===== config.mk =====
export PLATFORM = sky130hd
export DESIGN_NAME = css_ctrl
export DESIGN_NICKNAME = d
export VERILOG_FILES = /design/src/sv/css_pkg.sv /design/src/sv/css_ctrl.sv
export SDC_FILE = /design/constraint.sdc
export NUM_CORES = 1
export LEC_CHECK = 0
export ABC_AREA = 1
export BUFFER_PORTS_ARGS = -buffer_cell sky130_fd_sc_hd__buf_4
export CAP_MARGIN = 20
export CORE_AREA = 10 10 47 49
export DETAILED_ROUTE_END_ITERATION = 6
export DIE_AREA = 0 0 57 59
export PLACE_DENSITY_LB_ADDON = 0.15
export SKIP_LAST_GASP = 1
export SYNTH_ARGS = -nofsm -noshare
export SYNTH_HDL_FRONTEND = slang
export SYNTH_SLANG_ARGS = --single-unit

===== constraint.sdc =====
create_clock -name clk_i -period 0.9 [get_ports clk_i]
set_input_delay 0.09 -clock clk_i [delete_from_list [all_inputs] [get_ports clk_i]]
set_output_delay 0.09 -clock clk_i [all_outputs]
set_load 0.03 [all_outputs]

===== src/sv/css_pkg.sv =====
// Shared types and codes for the capacity split stack set.
// Used by the controller, the datapath and the top level; depends on nothing.
package css_pkg;

  localparam int FUNC_W   = 2;
  localparam int INDEX_W  = 4;
  localparam int STATUS_W = 2;
  localparam int USED_W   = 5;
  localparam int CFG_W    = 5;

  localparam logic [CFG_W-1:0] CAP_RESET = 5'd16;

  localparam logic [FUNC_W-1:0] FUNC_PUSH     = 2'd0;
  localparam logic [FUNC_W-1:0] FUNC_POP_LAST = 2'd1;
  localparam logic [FUNC_W-1:0] FUNC_POP_AT   = 2'd2;

  localparam logic [STATUS_W-1:0] ST_OK     = 2'd0;
  localparam logic [STATUS_W-1:0] ST_EMPTY  = 2'd1;
  localparam logic [STATUS_W-1:0] ST_BADIDX = 2'd2;
  localparam logic [STATUS_W-1:0] ST_FULL   = 2'd3;

  typedef struct packed {
    logic load;
    logic exec;
    logic fetch_new;
    logic open;
  } cmd_t;

  typedef struct packed {
    logic need_open;
  } sts_t;

endpackage


===== src/sv/css_ctrl.sv =====
// Controller state machine of the capacity split stack set.
// Sequences accept, execute and sub-stack open; owns the output valid.
// Depends on css_pkg.
module css_ctrl (
  input  logic          clk_i,
  input  logic          rst_ni,
  input  logic          in_valid_i,
  output logic          in_ready_o,
  output logic          out_valid_o,
  input  logic          out_ready_i,
  input  css_pkg::sts_t sts_i,
  output css_pkg::cmd_t cmd_o
);

  localparam logic [1:0] S_IDLE = 2'd0;
  localparam logic [1:0] S_EXEC = 2'd1;
  localparam logic [1:0] S_OPEN = 2'd2;

  logic [1:0] state_q, state_d;
  logic       out_valid_q, out_valid_d;
  logic       out_free;

  assign out_free   = !out_valid_q || out_ready_i;
  assign in_ready_o = (state_q == S_IDLE);
  assign out_valid_o = out_valid_q;

  always_comb begin
    state_d = state_q;
    cmd_o   = '0;
    unique case (state_q)
      S_IDLE: begin
        if (in_valid_i) begin
          cmd_o.load = 1'b1;
          state_d    = S_EXEC;
        end
      end
      S_EXEC: begin
        if (sts_i.need_open) begin
          cmd_o.fetch_new = 1'b1;
          state_d         = S_OPEN;
        end else if (out_free) begin
          cmd_o.exec = 1'b1;
          state_d    = S_IDLE;
        end
      end
      S_OPEN: begin
        if (out_free) begin
          cmd_o.open = 1'b1;
          state_d    = S_IDLE;
        end
      end
      default: state_d = S_IDLE;
    endcase
  end

  always_comb begin
    out_valid_d = out_valid_q;
    if (out_valid_q && out_ready_i) out_valid_d = 1'b0;
    if (cmd_o.exec || cmd_o.open) out_valid_d = 1'b1;
  end

  always_ff @(posedge clk_i or negedge rst_ni) begin
    if (!rst_ni) begin
      state_q     <= S_IDLE;
      out_valid_q <= 1'b0;
    end else begin
      state_q     <= state_d;
      out_valid_q <= out_valid_d;
    end
  end

endmodule


==> flow_metrics.env <==
export IMPL_hp_start="in_valid_i"
export IMPL_timing_slew_headroom_pct=88.6
export IMPL_route_detailed_wl_per_inst_um=9.12
export IMPL_clockBufferDepth=2
export IMPL_rsz0062_at_grt="yes"
export IMPL_grt_start_max_net_pins=5
export IMPL_post_drt_via_cell_ratio=3.32
export IMPL_clock_insertion_delay_worst_skew_ps=230
export IMPL_area_growth_pct=120
export IMPL_tightestPinTransition_ps=171
export IMPL_final_setup_skew_ps=0.0661
export IMPL_cp_start_kind="flop"
export IMPL_num_rows=14
export IMPL_worst_r2r_startpoint="state_q[1]"
export IMPL_global_route_wire_length_before_repair_um=924
export IMPL_hold_path_class="input pin to flop"
export IMPL_grt_pass1_vias=242
export IMPL_worst_path_buf_inv=2
export IMPL_cts_htree_levels=1
export IMPL_worst_path_arrival_ps=1080
export IMPL_worst_setup_hold_path_clk_slew_ps=30
export IMPL_tritoncts_clock_tree="done"
export IMPL_critPathSlowestCell="sky130_fd_sc_hd__dfrtp_1"
export IMPL_post_synthesis_instance_area_sq_um=180
export IMPL_vias=199
export IMPL_cp_top_family="flip-flops"
export IMPL_mappedNetlistNets=31
export IMPL_cts_num_sinks=3
export IMPL_ys_types=10
export IMPL_dpl_instance_area_sq_um=299
export IMPL_fp_dieW_um=57
export IMPL_failed_checks="negative setup slack"
export IMPL_postSynthCellCount=26
export IMPL_die_h_um=59
export IMPL_drt_first_pass_iters=2
export IMPL_crit_start="state_q[0]"
export IMPL_layout_drive_gt1_share_pct=65.9
export IMPL_hold_viol_final=0
export IMPL_crit_path_max_incr_delay_ps=360
export IMPL_die_area_sq_um=3360
export IMPL_port_buffers=10
export IMPL_final_net_count=50
export IMPL_synthesis_area_per_instance_sq_um=6.93
export IMPL_number_of_cts_inserted_buffers=3
export IMPL_worst_setup_path_end_kind="output port"
export IMPL_grt_ovfl_total=0
export IMPL_max_freq_mhz=854
export IMPL_area_of_combinational_cells_with_multiple_inputs_sq_um=108
export IMPL_worstPathMaxFanout=3
export IMPL_finalInstanceArea_sq_um=397
export IMPL_detail_route_wirelength_um=547
export IMPL_power_static_leakage_nw=0.213
export IMPL_seq_area_sq_um=76.3
export IMPL_yosysSeqAreaShare_pct=41.7
export IMPL_setup_viol_count_final=6
export IMPL_finalCritPeriodShare_pct=130
export IMPL_power_density_relative_to_cell_area_nw_per_um2=2430
export IMPL_crit_path_cell_trace="inv_2 -> nand2_1 -> nor2_4 -> buf_4"
export IMPL_drc=0
export IMPL_layout_filler_cells=161
export IMPL_dp_hpwl_um=419
export IMPL_place_worst_setup_slack_ps=-108
export IMPL_finalWorstSetupSlack_ps=-271
export IMPL_cts_root_buffer="sky130_fd_sc_hd__clkbuf_4"
export IMPL_maxCapViolCount=0
export IMPL_worst_endpoint_required_ps=810
export IMPL_floorplan_initialDensity_pct=12.9
export IMPL_status="finished, violations left"
export IMPL_num_antenna_cells=0
export IMPL_routabilityCongestion=0.641
export IMPL_vdd_drop_max_uv=733
export IMPL_holdWs_ps=98.2
export IMPL_route_antenna_remaining_nets=0
export IMPL_ff2ff_setup_slack_ps=-180
export IMPL_synthesis_yosys_warnings=0
export IMPL_placeable_core_area_sq_um=1400
export IMPL_yosys_register_bits=3
export IMPL_pin_count=11
export IMPL_drt_initial_drc_count=2
export IMPL_antenna_found_initial=0
export IMPL_finalCriticalPeriod_ps=1170
export IMPL_criticalPathCategory="flop to output port"
export IMPL_drv_slew=0
export IMPL_total_grt_usage_pct=3.64
export IMPL_design_power_total_uw=963
[state kept, by name, indices dropped and copies added (netlist names)]
name	cells
out_valid_o	1
state_q	2
[kinds of logic after synthesis]
logic type / after synthesis / synth area share (%)
buf+inv: 8 / 16.7
compound gates: 1 / 2.78
flops: 3 / 41.7
simple gates: 14 / 38.9
[tightest hold or removal path, cell delays in order]
cell and delay (ps):
sky130_fd_sc_hd__buf_4 100, sky130_fd_sc_hd__nand2_4 50, sky130_fd_sc_hd__nand2_1 60
[worst paths after layout]
check,endpoint,cells past startpoint
worst max-delay path,cmd_o[0],4
min in group asynchronous,state_q[1],2
max in group asynchronous,out_valid_o,2
worst min-delay path,state_q[0],3
worst max register to register,out_valid_o,6
worst min register to register,out_valid_o,2
[final cells by class]
| cell class | instances | share of cell area, % |
|---|---|---|
| well taps | 16 | 5.05 |
| inverters | 8 | 8.20 |
| clock buffers | 4 | 6.62 |
| repair buffers | 14 | 33.8 |
| multi-input cells | 15 | 27.1 |
| flip-flops and latches | 3 | 19.2 |
[metrics by stage]
stage          instances  util [%]  TNS (ps)
2_1_floorplan         26         -     -15.2
3_3_place_gp          53      21.3     -92.7
3_5_place_dp          53      21.3      -138
4_1_cts               60      27.7     -1440
5_1_grt               60      28.3     -1750
6_report              60      28.3     -1320
[synthesized netlist by cell type, drive strengths merged]
cell type | n | share of area, %
dfrtp | 3 | 42
inv | 8 | 17
nand2 | 7 | 17
nand3 | 2 | 5.6
nor2 | 5 | 16
o21ai | 1 | 2.8
[cells in the final DEF (no fill, tap or decap), drive strengths merged]
| cell | instances |
|---|---|
| dlygate4sd3 | 1 |
| o21ai | 1 |
| dfrtp | 3 |
| buf | 13 |
| nand2 | 7 |
| nand3 | 2 |
| nor2 | 5 |
| clkbuf | 4 |
| inv | 8 |
[routing by layer]
layer	vias up	global-route usage, %	share of wire (%)
li1	110	-	-
met1	83	3.34	40
met2	6	5.43	51
met3	0	1.93	8.4
met4	0	4.03	0
met5	-	0	0
[power breakdown]
group          switching [mW]  leakage, nW  internal (mW)
Combinational           0.306        0.161          0.225
Clock                  0.0636       0.0150          0.166
Sequential             0.0296       0.0371          0.174
[repair_timing]
| item | in CTS | in global routing |
|---|---|---|
| hold buffers | 1 | 0 |
| resized for setup | 10 | 2 |
| setup endpoints to repair | 7 | 7 |
| hold endpoints to repair | 3 | 0 |
| gates cloned | 0 | 0 |
| pin swaps | 4 | 2 |
| setup buffers | 2 | 1 |
Note: power is estimated with default switching activity, not from simulation.
